--- config.mk ---
export PLATFORM = sky130hd
export DESIGN_NAME = led_matrix_blink_scanner_core
export DESIGN_NICKNAME = d
export VERILOG_FILES = /design/src/rtl/lmbs_pkg.sv /design/src/rtl/led_matrix_blink_scanner_core.sv
export VERILOG_INCLUDE_DIRS = /design/src /design/src/rtl
export SDC_FILE = /design/constraint.sdc
export NUM_CORES = 1
export LEC_CHECK = 0
export BUFFER_PORTS_ARGS = -buffer_cell sky130_fd_sc_hd__buf_2
export CAP_MARGIN = 30
export CORE_ASPECT_RATIO = 0.8
export CORE_MARGIN = 4
export CORE_UTILIZATION = 55
export CTS_CLUSTER_DIAMETER = 150
export DETAILED_ROUTE_END_ITERATION = 10
export GPL_ROUTABILITY_DRIVEN = 1
export GPL_TIMING_DRIVEN = 0
export PLACE_DENSITY = 0.72
export RECOVER_POWER = 50
export SLEW_MARGIN = 0
export SYNTH_ARGS = -nofsm -noshare
export SYNTH_HDL_FRONTEND = slang
export SYNTH_SLANG_ARGS = --single-unit
--- constraint.sdc ---
create_clock -name clk -period 3 [get_ports clk]
set_clock_uncertainty 0.05 [all_clocks]
set_input_delay 0.15 -clock clk [delete_from_list [all_inputs] [get_ports clk]]
set_output_delay 0.15 -clock clk [all_outputs]
set_load 0.1 [all_outputs]
--- src/rtl/led_matrix_blink_scanner_core_macros.svh ---
// ---------------------------------------------------------------------------
// Assertion macros for the LED matrix blink scanner
// Shared clocking and reset gating for the concurrent checks of the core.
// ---------------------------------------------------------------------------
`ifndef LED_MATRIX_BLINK_SCANNER_CORE_MACROS_SVH
`define LED_MATRIX_BLINK_SCANNER_CORE_MACROS_SVH

// Check a property on every rising edge of clk while out of reset
`define LMBS_ASSERT(lbl, prop, msg) \
	lbl: assert property (@(posedge clk) disable iff (!arst_n) prop) else $error(msg);

// Check that a condition implies a consequence in the same cycle
`define LMBS_ASSERT_IMPL(lbl, cond, cons, msg) \
	lbl: assert property (@(posedge clk) disable iff (!arst_n) (cond) |-> (cons)) \
		else $error(msg);

`endif

--- src/rtl/lmbs_pkg.sv ---
// ---------------------------------------------------------------------------
// LED matrix blink scanner package
// Operation codes, sequencer states and the beat types of both channels.
// ---------------------------------------------------------------------------
`timescale 1ns / 1ps
`default_nettype none

package lmbs_pkg;

	localparam int NUM_COLS = 8;
	localparam int COL_W    = $clog2(NUM_COLS);
	localparam int ROW_W    = 3;
	localparam int PIX_W    = 8;

	localparam logic [7:0] HALF_PERIOD_RESET = 8'd10;
	localparam logic [7:0] BUZZER_BIT_MASK   = 8'hFE;

	typedef enum logic [2:0] {
		OP_CLEAR     = 3'd0,
		OP_SET       = 3'd1,
		OP_BLINK_ON  = 3'd2,
		OP_BLINK_OFF = 3'd3,
		OP_TICK      = 3'd4,
		OP_FILL_ALL  = 3'd5,
		OP_CLEAR_ALL = 3'd6,
		OP_END_BLINK = 3'd7
	} op_t;

	typedef enum logic {
		ST_IDLE = 1'b0,
		ST_SCAN = 1'b1
	} state_t;

	typedef struct packed {
		op_t              operation;
		logic [COL_W-1:0] column;
		logic [ROW_W-1:0] row;
		logic             buzzer_on;
		logic             audio_on;
	} in_beat_t;

	typedef struct packed {
		logic [7:0]       column_select;
		logic [PIX_W-1:0] pixel_data;
		logic             last_column;
	} out_beat_t;

endpackage

`default_nettype wire

--- src/rtl/led_matrix_blink_scanner_core.sv ---
// Timing: a tick presents its first column beat in the cycle after it is accepted, then one
//   column beat per cycle while out_stall is low: eight beats per tick.
// Input stays stalled for the whole scan, so no command is taken until the last column beat
//   of a tick is taken. The column sequencer and its shared blink update unit serve one tick at a time.
// Reset (arst_n low): pixel store, blink mask, timer, phase and pending end clear at once;
//   half period returns to 10 ticks.
// ---------------------------------------------------------------------------
// LED matrix blink scanner core
// Pixel store and blink mask for an 8x8 matrix; a tick scans the columns one
// beat at a time and, on a flip, applies the blink update to each column.
// ---------------------------------------------------------------------------
`timescale 1ns / 1ps
`default_nettype none

`include "led_matrix_blink_scanner_core_macros.svh"

module led_matrix_blink_scanner_core
	import lmbs_pkg::*;
(
	input  wire logic       clk,
	input  wire logic       arst_n,
	input  wire logic       in_valid,
	output      logic       in_stall,
	input  wire in_beat_t   in_data,
	output      logic       out_valid,
	input  wire logic       out_stall,
	output      out_beat_t  out_data,
	input  wire logic       cfg_wr_en,
	input  wire logic [7:0] cfg_wr_data
);

	state_t state_q;
	state_t state_d;

	logic [PIX_W-1:0] pixel_store_q [NUM_COLS];
	logic [PIX_W-1:0] blink_mask_q  [NUM_COLS];
	logic [7:0]       half_period_q;
	logic [7:0]       tick_count_q;
	logic             blink_phase_q;
	logic             end_pending_q;

	// per-tick context held by the column sequencer
	logic [COL_W-1:0] col_q;
	logic             flip_q;
	logic             end_q;
	logic             buzz_q;
	logic             audio_q;

	logic       in_fire;
	logic       out_fire;
	logic       last_col;
	logic [8:0] tick_next;
	logic       flip;

	logic [PIX_W-1:0] scan_pix;
	logic [PIX_W-1:0] scan_mask;
	logic [PIX_W-1:0] upd_pix;

	assign in_fire  = in_valid && !in_stall;
	assign out_fire = out_valid && !out_stall;
	assign last_col = (col_q == COL_W'(NUM_COLS - 1));

	// timer compare for the tick being accepted; zero half period flips every tick
	assign tick_next = {1'b0, tick_count_q} + 9'd1;
	assign flip      = (tick_next >= {1'b0, half_period_q});

	// shared blink update unit, applied to the column under scan
	assign scan_pix  = pixel_store_q[col_q];
	assign scan_mask = blink_mask_q[col_q];
	assign upd_pix   = blink_phase_q ? (scan_pix | scan_mask) : (scan_pix & ~scan_mask);

	// next state
	always_comb begin
		state_d = state_q;
		case (state_q)
			ST_IDLE: begin
				if (in_fire && in_data.operation == OP_TICK) begin
					state_d = ST_SCAN;
				end
			end
			ST_SCAN: begin
				if (out_fire && last_col) begin
					state_d = ST_IDLE;
				end
			end
			default: state_d = ST_IDLE;
		endcase
	end

	// outputs
	always_comb begin
		in_stall  = 1'b1;
		out_valid = 1'b0;
		case (state_q)
			ST_IDLE: in_stall  = 1'b0;
			ST_SCAN: out_valid = 1'b1;
			default: in_stall  = 1'b1;
		endcase
		out_data.column_select = ((8'd1 << col_q) & BUZZER_BIT_MASK) | {7'd0, buzz_q};
		out_data.pixel_data    = scan_pix | {7'd0, audio_q};
		out_data.last_column   = last_col;
	end

	always_ff @(posedge clk or negedge arst_n) begin
		if (!arst_n) begin
			state_q <= ST_IDLE;
		end else begin
			state_q <= state_d;
		end
	end

	// configuration register
	always_ff @(posedge clk or negedge arst_n) begin
		if (!arst_n) begin
			half_period_q <= HALF_PERIOD_RESET;
		end else if (cfg_wr_en) begin
			half_period_q <= cfg_wr_data;
		end
	end

	// commands, tick start and per-column blink update
	always_ff @(posedge clk or negedge arst_n) begin
		if (!arst_n) begin
			for (int i = 0; i < NUM_COLS; i++) begin
				pixel_store_q[i] <= '0;
				blink_mask_q[i]  <= '0;
			end
			tick_count_q  <= '0;
			blink_phase_q <= 1'b0;
			end_pending_q <= 1'b0;
			col_q         <= '0;
			flip_q        <= 1'b0;
			end_q         <= 1'b0;
			buzz_q        <= 1'b0;
			audio_q       <= 1'b0;
		end else begin
			if (in_fire) begin
				case (in_data.operation)
					OP_CLEAR: pixel_store_q[in_data.column][in_data.row] <= 1'b0;
					OP_SET:   pixel_store_q[in_data.column][in_data.row] <= 1'b1;
					OP_BLINK_ON: begin
						blink_mask_q[in_data.column][in_data.row] <= 1'b1;
						tick_count_q  <= '0;
						end_pending_q <= 1'b0;
					end
					OP_BLINK_OFF: begin
						blink_mask_q[in_data.column][in_data.row]  <= 1'b0;
						pixel_store_q[in_data.column][in_data.row] <= 1'b0;
					end
					OP_TICK: begin
						col_q   <= '0;
						buzz_q  <= in_data.buzzer_on;
						audio_q <= in_data.audio_on;
						flip_q  <= flip;
						end_q   <= flip && end_pending_q;
						if (flip) begin
							tick_count_q  <= '0;
							blink_phase_q <= end_pending_q ? 1'b0 : !blink_phase_q;
							end_pending_q <= 1'b0;
						end else begin
							tick_count_q <= tick_next[7:0];
						end
					end
					OP_FILL_ALL: begin
						for (int i = 0; i < NUM_COLS; i++) begin
							pixel_store_q[i] <= '1;
						end
					end
					OP_CLEAR_ALL: begin
						for (int i = 0; i < NUM_COLS; i++) begin
							pixel_store_q[i] <= '0;
						end
					end
					OP_END_BLINK: end_pending_q <= 1'b1;
					default: end_pending_q <= end_pending_q;
				endcase
			end
			// advance the scan once the column beat is taken
			if (out_fire) begin
				if (flip_q) begin
					pixel_store_q[col_q] <= upd_pix;
				end
				if (end_q) begin
					blink_mask_q[col_q] <= '0;
				end
				col_q <= col_q + COL_W'(1);
			end
		end
	end

	`LMBS_ASSERT(a_tick_starts_scan,
		(in_fire && in_data.operation == OP_TICK) |=> (out_valid && col_q == '0),
		"tick did not start a scan at column zero")
	`LMBS_ASSERT(a_last_ends_scan,
		(out_fire && out_data.last_column) |=> !out_valid,
		"scan continued past the last column")
	`LMBS_ASSERT_IMPL(a_select_onehot, out_valid,
		$onehot0(out_data.column_select[7:1]),
		"column select has more than one column bit")
	`LMBS_ASSERT_IMPL(a_end_consumed, out_valid && end_q,
		!end_pending_q && !blink_phase_q,
		"pending end not consumed by the flip")
	`LMBS_ASSERT(a_hold_while_scan,
		(out_valid && out_stall) |=> $stable(col_q),
		"scan column moved under stall")

endmodule

`default_nettype wire

==> results.json, run 1 <==
{
  "final_nets": 1250,
  "ctsHtreeMaxLevel": 4,
  "p_total_mw": 9.860,
  "cap_violations": 1,
  "endpoint": "blink_phase_q$_DFFE_PN0P_",
  "num_rows": 43,
  "fin_crit_ns": 2.952,
  "setup_viol": 0,
  "synth_nets": 1170,
  "post-place-ws_ns": -0.1286,
  "arrival_ns": 3.23,
  "cellPowerDensity_mw_per_mm2": 871.5,
  "r2r-end": "blink_phase_q$_DFFE_PN0P_",
  "hold_slack_ns": 0.07760,
  "cts.sinks": 154,
  "synth_edf_count": 0,
  "grtUsageTotal_pct": 38.82,
  "fmax_ghz": 0.3388,
  "intPower_mw": 5.116,
  "final_cell_count_no_fill": 1449,
  "synth_common_cells": "a21oi_1 (190), dfrtp_1 (152), nand2_1 (121)",
  "final_util_pct": 64.71,
  "hpwlAfterDp_mm": 27.95,
  "gp_congestion": 1.058,
  "path_clk_slew_ns": 0.07,
  "ys_types": 76,
  "routed_wl_mm": 39.25,
  "r2r_start": "tick_count_q[2]$_DFFE_PN0P_",
  "cts_tree": "built",
  "dp.cells": 1396,
  "use_met2_pct": 50.20,
  "dr.pass1.iters": 7,
  "use_met3_pct": 19.61,
  "post_synth.cell_area_avg_um2": 8.758,
  "met1_usage_pct": 56.21,
  "grt_pass1_wl_mm": 57.79,
  "drive_gt1_share_pct": 15.93,
  "drtIter0Drc": 1827,
  "placed_area_mm2": 0.01045,
  "crit_start": "tick_count_q[2]$_DFFE_PN0P_",
  "wire_per_inst_um": 27.09,
  "area_growth_pct": 14.22,
  "grt_pass1_vias": 9133,
  "ir_drop_mv": 0.4707,
  "postLayoutCellArea_mm2": 0.01131,
  "clockBufferDepth": 2,
  "ff2ff_path_depth": 11,
  "power_frac_comb_pct": 48.3,
  "start_util_pct": 56.65,
  "drc": 0,
  "ant_nets": 0,
  "core-area_mm2": 0.01749,
  "worst_pin_slew_ns": 1.713,
  "synth.most_common_cell": "a21oi_1",
  "synthCells": 1131,
  "syn_area_mm2": 0.009906,
  "violations": "max-capacitance violations, max-slew violations",
  "cellLeakagePower_nw": 4.821,
  "r2r_setup_slack_ns": 0.05,
  "via_count": 9986,
  "ys_seq_elements": 154,
  "worst_slew_margin_rel_pct": -14.23,
  "finalHoldViolCount": 0,
  "io_pins": 43,
  "synthTopCellsByArea": "dfrtp_1 (38%), a21oi_1 (9.6%), mux2i_1 (4.6%), nand2_1 (4.6%), o21ai_0 (4.4%)",
  "crit_fanout": 5,
  "clockRootBuffer": "clkbuf_16",
  "async_flop_share_pct": 100.0,
  "fin_crit_sh_pct": 98.39,
  "path_class": "flop to flop",
  "setup-tns-final_ns": 0,
  "seq_area_frac_synth_pct": 38.93,
  "vias_per_cell": 6.892,
  "fin_ws_ns": 0.04829,
  "cts_buffers": 17,
  "die-area_mm2": 0.02024,
  "diodes": 0,
  "clockPowerShare_pct": 21.5,
  "fillers": 1467,
  "die_h_um": 128.0,
  "clock_latency_ns": 0.44,
  "p_seq_share_pct": 30.2,
  "synth.largest_area_cell": "dfrtp_1",
  "p_switching_mw": 4.744,
  "yosysWarnings": 0,
  "startpoint_type": "flop",
  "cp-end-kind": "flop",
  "die_w_um": 158.0,
  "cp.required_ns": 3.28,
  "port_buffers": 39,
  "antenna_found_initial": 0,
  "status": "complete, but fails checks",
  "synth_ff_type": "dfrtp_1",
  "grt_start_max_net_pins": 91,
  "grt_busiest_layer": "met1",
  "synth_top_area_share_pct": 38.40,
  "switching_share_pct": 48.11,
  "hp-class": "primary input to flop",
  "maxSlewViolCount": 65,
  "overflow": 0
}
-- power groups by stage --
| stage | Sequential, mW | Combinational [mW] | Clock (mW) |
|---|---|---|---|
| 4_1_cts | 2.93 | 4.59 | 2.10 |
| 5_1_grt | 3.01 | 4.95 | 2.19 |
| 6_report | 2.97 | 4.77 | 2.12 |
| 2_1_floorplan | 2.87 | 3.42 | 0 |
| 3_5_place_dp | 2.97 | 4.56 | 0 |
| 3_3_place_gp | 2.95 | 4.52 | 0 |
-- placed cells by master (no fill, tap or decap), types with 4 or more instances in the layout --
| cell type | n |
|---|---|
| and4b_1 | 4 |
| nand2b_1 | 7 |
| nor3_1 | 16 |
| inv_6 | 7 |
| o22ai_1 | 30 |
| buf_2 | 68 |
| o221ai_1 | 8 |
| a221o_1 | 4 |
| dfrtp_1 | 149 |
| dlygate4sd3_1 | 17 |
| o21ai_0 | 87 |
| clkbuf_16 | 17 |
| o2bb2ai_1 | 4 |
| nor2_1 | 56 |
| or3_1 | 52 |
| a21oi_1 | 189 |
| o21ai_1 | 23 |
| and2_1 | 5 |
| nor2b_1 | 13 |
| mux2_2 | 12 |
| mux4_2 | 14 |
| nand3b_1 | 4 |
| clkinvlp_4 | 4 |
| mux2i_1 | 46 |
| inv_1 | 26 |
| o211ai_1 | 7 |
| nand2_1 | 121 |
| o31ai_2 | 4 |
| buf_4 | 11 |
| ha_1 | 14 |
| clkbuf_1 | 55 |
| nand3_1 | 16 |
| a21o_1 | 27 |
| buf_6 | 6 |
| nor4b_4 | 4 |
-- state kept, by name, indices dropped and copies added (netlist names), 3 cells and up --
signal,cells
pixel_store_q,64
blink_mask_q,64
half_period_q,8
col_q,3
tick_count_q,8
-- worst max-delay path, stage by stage, from the launching register on --
cell and delay (ns):
dfrtp_2 0.46, nand3_4 0.10, nor2_4 0.13, and4_4 0.24, xnor2_2 0.13, inv_1 0.08, ha_1 0.29, and3_4 0.19
a221o_1 0.41, a41oi_4 0.34, a21oi_2 0.12, mux2_2 0.29
-- layer usage --
layer  up-vias  wire length (um)
li1       4283                 -
met2       789             15290
met3       136              6653
met4         0              1401
met1      4778             15910
met5         -                 0
-- how the worst min path moves through the flow --
| stage | start | to | slack [ns] | cells past startpoint |
|---|---|---|---|---|
| after floorplan | arst_n | audio_q$_DFFE_PN0P_ | -0.20 | 0 |
| after global placement | in_data[0] | audio_q$_DFFE_PN0P_ | 0.29 | 3 |
| after detailed placement | arst_n | state_q$_DFF_PN0_ | 0.08 | 1 |
| after CTS | in_data[9] | end_pending_q$_DFFE_PN0P_ | 0.07 | 3 |
| after global routing | in_data[10] | end_pending_q$_DFFE_PN0P_ | 0.1 | 3 |
| final | in_data[9] | end_pending_q$_DFFE_PN0P_ | 0.08 | 3 |
-- layout make-up --
class                           instances  area [um^2]  share of cell area [%]
Sequential cell                       154         3860                   34.11
Buffer                                102        533.0                   4.711
Timing Repair Buffer                   61        425.4                   3.760
Clock buffer                           17        425.4                   3.760
Multi-Input combinational cell        848         5560                   49.14
Tap cell                              225        281.5                   2.488
Inverter                               27        101.3                  0.8957
Clock inverter                         15        127.6                   1.128
-- cell families after synthesis --
kind of cell / share of synthesized area (%)
DFF: 38.93
muxes: 9.599
adders and majority gates: 1.895
xor gates and xnor gates: 0.7073
buffers and inverters: 6.189
AOI/OAI and AO/OA: 24.93
and+or+nand+nor: 17.75
-- repair_timing --
item,in CTS,in global routing
pin swaps,0,5
endpoints found under the hold margin,75,0
resized for setup,5,19
buffers inserted,1,3
hold buffers,17,0
setup endpoints to repair,6,11
Power figures use the tool's default switching activity.
==> run 2: changes to the inputs <==
--- a/config.mk
+++ b/config.mk
@@ -10,12 +10,11 @@
 export CAP_MARGIN = 30
 export CORE_ASPECT_RATIO = 0.8
 export CORE_MARGIN = 4
-export CORE_UTILIZATION = 55
+export CORE_UTILIZATION = 34
 export CTS_CLUSTER_DIAMETER = 150
 export DETAILED_ROUTE_END_ITERATION = 10
 export GPL_ROUTABILITY_DRIVEN = 1
 export GPL_TIMING_DRIVEN = 0
-export PLACE_DENSITY = 0.72
 export RECOVER_POWER = 50
 export SLEW_MARGIN = 0
 export SYNTH_ARGS = -nofsm -noshare
==> constraint.sdc (replaced) <==
create_clock -name clk -period 3 [get_ports clk]
set_clock_uncertainty 0.05 [all_clocks]
set_input_delay 0.15 -clock clk [delete_from_list [all_inputs] [get_ports clk]]
set_output_delay 0.15 -clock clk [all_outputs]
set_load 0.01 [all_outputs]
==> run 2 against run 1 <==
The flow still finishes with violations (max-capacitance violations, max-slew violations). Largest cell class unchanged. Critical endpoint is now tick_count_q[6]$_DFFE_PN0P_. Die area grew 58%. Power decreased by 10%. Register-to-register slack gained 0.12 ns.
==> results.json, run 2 (synthesized netlist as in run 1, its figures left out) <==
{
  "grt_start_max_net_pins": 98,
  "ctsHtreeMaxLevel": 4,
  "fmax_ghz": 0.3537,
  "arrival_ns": 3.13,
  "multi_input_area_mm2": 0.005533,
  "status": "complete, but fails checks",
  "ant_nets": 0,
  "path_clk_slew_ns": 0.07,
  "p_seq_share_pct": 33.4,
  "reg_top3": "blink_mask_q: 64 flops, pixel_store_q: 64 flops",
  "core-area_mm2": 0.02849,
  "worstPathCellList": "nand3_2 -> nor2_4 -> and4_4 -> xnor2_2 -> inv_1 -> ha_1 -> and3_1 -> a221o_1 -> a41oi_4 -> nand3_4 -> o31ai_1",
  "final_common_cell": "a21oi_1",
  "setup_viol": 0,
  "die-area_mm2": 0.03195,
  "hp-class": "primary input to flop",
  "die_h_um": 160.7,
  "clockPowerShare_pct": 24.4,
  "maxSlewViolCount": 59,
  "hpwlAfterDp_mm": 29.35,
  "die_w_um": 198.8,
  "worst_path_largest_cell_delay_ns": 0.41,
  "area_growth_pct": 15.95,
  "drive_gt1_share_pct": 15.95,
  "rsz0062_at_grt": "no",
  "critical-path-top-delay-family": "compound AO/OA/AOI/OAI gates",
  "antenna_found_initial": 0,
  "seqCellArea_mm2": 0.003859,
  "port_buffers": 39,
  "clockRootBuffer": "clkbuf_16",
  "hold_slack_ns": 0.06776,
  "fin_crit_sh_pct": 94.24,
  "drtIter0Drc": 1546,
  "grt_pass1_vias": 9144,
  "p_total_mw": 8.864,
  "worst_slew_margin_rel_pct": -4.589,
  "mostFrequentLayoutCells": "a21oi_1 (189), dfrtp_1 (150), nand2_1 (121)",
  "final_nets": 1255,
  "routed_wl_mm": 40.69,
  "switching_share_pct": 41.72,
  "fin_crit_ns": 2.827,
  "cts_buffers": 17,
  "cap_violations": 1,
  "startpoint_type": "flop",
  "power_frac_comb_pct": 42.2,
  "cp-end-kind": "flop",
  "grt_pass1_wl_mm": 59.93,
  "clockBufferDepth": 2,
  "slowest_stage": "dfrtp_2",
  "p_switching_mw": 3.698,
  "cts.sinks": 154,
  "grtUsageTotal_pct": 25.06,
  "intPower_mw": 5.166,
  "overflow": 0,
  "ir_drop_mv": 0.4443,
  "crit_fanout": 5,
  "start_util_pct": 34.77,
  "diodes": 0,
  "violations": "max-capacitance violations, max-slew violations",
  "drc": 0,
  "cellLeakagePower_nw": 4.850,
  "vias_per_cell": 6.218,
  "wire_per_inst_um": 25.44,
  "cp.required_ns": 3.30,
  "num_rows": 55,
  "io_pins": 43,
  "via_count": 9942,
  "cts_tree": "built",
  "worst_pin_slew_ns": 1.569,
  "clock_latency_ns": 0.45,
  "cellPowerDensity_mw_per_mm2": 771.7,
  "cp_num_buf_inv": 1,
  "path_class": "flop to flop",
  "dr.pass1.iters": 6,
  "gp_congestion": 0.9771,
  "finalHoldViolCount": 0,
  "fillers": 2899
}
## run 2: routing by layer
metal / vias up / share of wire, % / GRT usage [%]
met3: 86 / 15 / 10.53
li1: 4281 / - / -
met2: 690 / 40 / 33.00
met4: 0 / 2.7 / 7.427
met5: - / 0 / 0
met1: 4885 / 43 / 37.07
## run 2: per-stage QoR
| step | cell area, um^2 | TNS, ns | worst slack [ns] | util, % | cells |
|---|---|---|---|---|---|
| floorplan | 9906 | 0 | 0.3204 | - | 1131 |
| finish | 11490 | 0 | 0.1727 | 40.32 | 1599 |
| global route | 11490 | 0 | 0.001347 | 40.32 | 1599 |
| detailed placement | 10620 | -0.3735 | -0.1004 | 37.26 | 1543 |
| global placement | 10560 | -124.73 | -0.8324 | 37.08 | 1540 |
| CTS | 11390 | 0 | 0.008920 | 39.97 | 1593 |
## run 2: timing repair
action | CTS | global route
hold buffers | 17 | 0
gates resized for setup | 4 | 16
endpoints found under the setup margin | 6 | 11
pin swaps | 0 | 3
gates cloned | 0 | 0
hold endpoints to repair | 68 | 0
buffers inserted | 1 | 6
## run 2: final timing paths
| path | start | end | slack (ns) | cells after the start |
|---|---|---|---|---|
| setup / recovery | tick_count_q[2]$_DFFE_PN0P_ | tick_count_q[6]$_DFFE_PN0P_ | 0.17 | 11 |
| hold / removal | in_data[9] | end_pending_q$_DFFE_PN0P_ | 0.07 | 3 |
| setup reg to reg | tick_count_q[2]$_DFFE_PN0P_ | tick_count_q[6]$_DFFE_PN0P_ | 0.17 | 11 |
| hold reg to reg | buzz_q$_DFFE_PN0P_ | buzz_q$_DFFE_PN0P_ | 0.43 | 2 |
| max in group asynchronous | arst_n | blink_mask_q[43]$_DFF_PN0_ | 0.69 | 3 |
| min in group asynchronous | arst_n | pixel_store_q[54]$_DFF_PN0_ | 0.58 | 2 |
## run 2: tightest hold or removal path, stage by stage
cell and delay [ns]:
buf_2 0.16, a31oi_1 0.15, nor3_1 0.06
## run 2: power by group through the flow
stage               Combinational (mW)  Clock, mW  Sequential (mW)
global route                      3.96       2.25             2.99
global placement                  3.53          0             2.96
detailed placement                3.59          0             2.96
floorplan                         2.40          0             2.82
CTS                               3.63       2.16             2.93
finish                            3.74       2.16             2.96
## run 2: final cells by class
type | count | share of cell area, %
multi-input combinational | 848 | 48.17
inverter | 27 | 0.8824
buffer | 102 | 4.455
clock inverter | 12 | 0.9150
timing repair buffer | 66 | 3.889
clock buffer | 20 | 4.063
tap | 370 | 4.031
sequential | 154 | 33.59
==> run 3: changes to the inputs <==
==> constraint.sdc (replaced) <==
create_clock -name clk -period 3.4 [get_ports clk]
set_clock_uncertainty 0.05 [all_clocks]
set_input_delay 0.17 -clock clk [delete_from_list [all_inputs] [get_ports clk]]
set_output_delay 0.17 -clock clk [all_outputs]
set_load 0.01 [all_outputs]
==> run 3 against run 2 <==
The flow still finishes with violations (max-capacitance violations, max-slew violations). Hold slack gained 0.015 ns. Routed wire length fell by 0.35%. Via count decreased by 0.93%. Global-route usage about the same. Non-clock buffer count shrank 7. Critical path depth unchanged. Critical endpoint is now blink_phase_q$_DFFE_PN0P_. Largest cell class unchanged.
==> results.json, run 3 (synthesized netlist as in run 1, its figures left out) <==
{
  "status": "complete, but fails checks",
  "violations": "max-capacitance violations, max-slew violations",
  "p_seq_share_pct": 33.3,
  "area_growth_pct": 14.63,
  "vias_per_cell": 6.187,
  "multi_input_area_mm2": 0.005444,
  "cap_violations": 1,
  "post_cts_buffers": 0,
  "cellLeakagePower_nw": 4.808,
  "core-area_mm2": 0.02849,
  "clockRootBuffer": "clkbuf_16",
  "fin_ws_ns": 0.3118,
  "ir_drop_mv": 0.3914,
  "slowest_stage": "dfrtp_1",
  "crit_start": "tick_count_q[2]$_DFFE_PN0P_",
  "setup_viol": 0,
  "fin_crit_sh_pct": 90.83,
  "endpoint": "blink_phase_q$_DFFE_PN0P_",
  "startpoint_type": "flop",
  "ff2ff_path_depth": 11,
  "path_clk_slew_ns": 0.07,
  "drive_gt1_share_pct": 14.40,
  "port_buffers": 39,
  "reg_top3": "blink_mask_q: 64 flops, pixel_store_q: 64 flops",
  "final_nets": 1248,
  "cts.sinks": 154,
  "fillers": 2917,
  "maxSlewViolCount": 58,
  "cp.required_ns": 3.68,
  "r2r_start": "tick_count_q[2]$_DFFE_PN0P_",
  "grt_pass1_vias": 9140,
  "dr.pass1.iters": 6,
  "clockBufferDepth": 2,
  "grt_pass1_wl_mm": 59.91,
  "antenna_found_initial": 0,
  "worst_pin_slew_ns": 1.587,
  "r2r-end": "blink_phase_q$_DFFE_PN0P_",
  "diodes": 0,
  "seqCellArea_mm2": 0.003856,
  "hpwlAfterDp_mm": 29.35,
  "num_rows": 55,
  "start_util_pct": 34.77,
  "worstPathCellList": "nand3_1 -> nor2_1 -> and4_1 -> xnor2_1 -> inv_1 -> ha_1 -> and3_1 -> a221o_1 -> a41oi_2 -> a21oi_1 -> mux2_2",
  "arrival_ns": 3.37,
  "die_w_um": 198.8,
  "power_frac_comb_pct": 42.2,
  "crit_fanout": 6,
  "dp.cells": 1543,
  "post-place-ws_ns": 0.2996,
  "intPower_mw": 4.551,
  "hold_slack_ns": 0.08260,
  "die_h_um": 160.7,
  "path_class": "flop to flop",
  "fin_crit_ns": 3.088,
  "clockPowerShare_pct": 24.4,
  "io_pins": 43,
  "mostFrequentLayoutCells": "a21oi_1 (190), dfrtp_1 (152), nand2_1 (121)",
  "via_count": 9850,
  "p_total_mw": 7.807,
  "switching_share_pct": 41.71,
  "clock_latency_ns": 0.45,
  "grtUsageTotal_pct": 25.06,
  "r2r_setup_slack_ns": 0.31,
  "cp-end-kind": "flop",
  "final_common_cell": "a21oi_1",
  "ctsHtreeMaxLevel": 4,
  "worst_path_largest_cell_delay_ns": 0.43,
  "rsz0062_at_grt": "no",
  "routed_wl_mm": 40.54,
  "cts_buffers": 17,
  "drc": 0,
  "setup-tns-final_ns": 0,
  "gp_congestion": 0.9771,
  "p_switching_mw": 3.256,
  "ant_nets": 0,
  "grt_start_max_net_pins": 98,
  "final_cell_count_no_fill": 1592,
  "die-area_mm2": 0.03195,
  "drtIter0Drc": 1396,
  "wire_per_inst_um": 25.47,
  "overflow": 0,
  "finalHoldViolCount": 0,
  "fmax_ghz": 0.3238,
  "hp-class": "primary input to flop",
  "cts_tree": "built",
  "cellPowerDensity_mw_per_mm2": 687.6,
  "worst_slew_margin_rel_pct": -5.816
}
==> run 3: changes by cell type in the layout (fill, tap and decap cells not counted), sizes merged <==
cell and delta:
buf -7
==> run 3: routing by layer <==
layer | track usage [%] | vias up | share of wire, %
li1 | - | 4275 | -
met1 | 37.05 | 4793 | 43
met2 | 33.00 | 684 | 39
met3 | 10.53 | 98 | 15
met4 | 7.427 | 0 | 3.0
met5 | 0 | - | 0
==> run 3: what timing repair did <==
action	in CTS	in global routing
hold endpoints to repair	68	0
setup endpoints to repair	0	5
resized for setup	0	2
hold buffers	17	0
==> run 3: final cells by class <==
| cell class | count | area share [%] |
|---|---|---|
| Buffer | 102 | 4.507 |
| Tap cell | 370 | 4.077 |
| Clock inverter | 12 | 0.9256 |
| Sequential cell | 154 | 33.96 |
| Timing Repair Buffer | 59 | 3.581 |
| Clock buffer | 20 | 4.110 |
| Inverter | 27 | 0.8926 |
| Multi-Input combinational cell | 848 | 47.95 |
==> run 3: metrics by stage <==
| step | cell area [um^2] | util [%] |
|---|---|---|
| 2_1_floorplan | 9906 | - |
| 3_5_place_dp | 10620 | 37.26 |
| 3_3_place_gp | 10560 | 37.08 |
| 5_1_grt | 11350 | 39.86 |
| 4_1_cts | 11360 | 39.87 |
| 6_report | 11350 | 39.86 |
==> run 3: worst min-delay path by stage <==
stage | start | end | slack [ns] | cells after the start
5_1_grt | in_data[10] | end_pending_q$_DFFE_PN0P_ | 0.15 | 3
3_5_place_dp | arst_n | pixel_store_q[54]$_DFF_PN0_ | 0.09 | 1
3_3_place_gp | in_data[0] | audio_q$_DFFE_PN0P_ | 0.32 | 3
6_report | in_data[9] | end_pending_q$_DFFE_PN0P_ | 0.08 | 3
2_1_floorplan | arst_n | audio_q$_DFFE_PN0P_ | -0.18 | 0
4_1_cts | in_data[9] | end_pending_q$_DFFE_PN0P_ | 0.08 | 3
==> run 3: power groups by stage <==
stage | Sequential (mW) | Combinational, mW | Clock, mW
after floorplan | 2.48 | 2.11 | 0
after global placement | 2.61 | 3.11 | 0
after detailed placement | 2.61 | 3.17 | 0
after CTS | 2.59 | 3.20 | 1.91
after global routing | 2.64 | 3.48 | 1.98
final | 2.60 | 3.30 | 1.91
==> run 3: worst max-delay path, delay by kind of cell, from the launching register on <==
family | cells | cell delay (ns)
flops | 1 | 0.43
compound gates | 3 | 0.86
mux | 1 | 0.32
simple gates | 4 | 0.76
xor+xnor | 1 | 0.17
fa+ha+maj | 1 | 0.29
buf+inv | 1 | 0.09
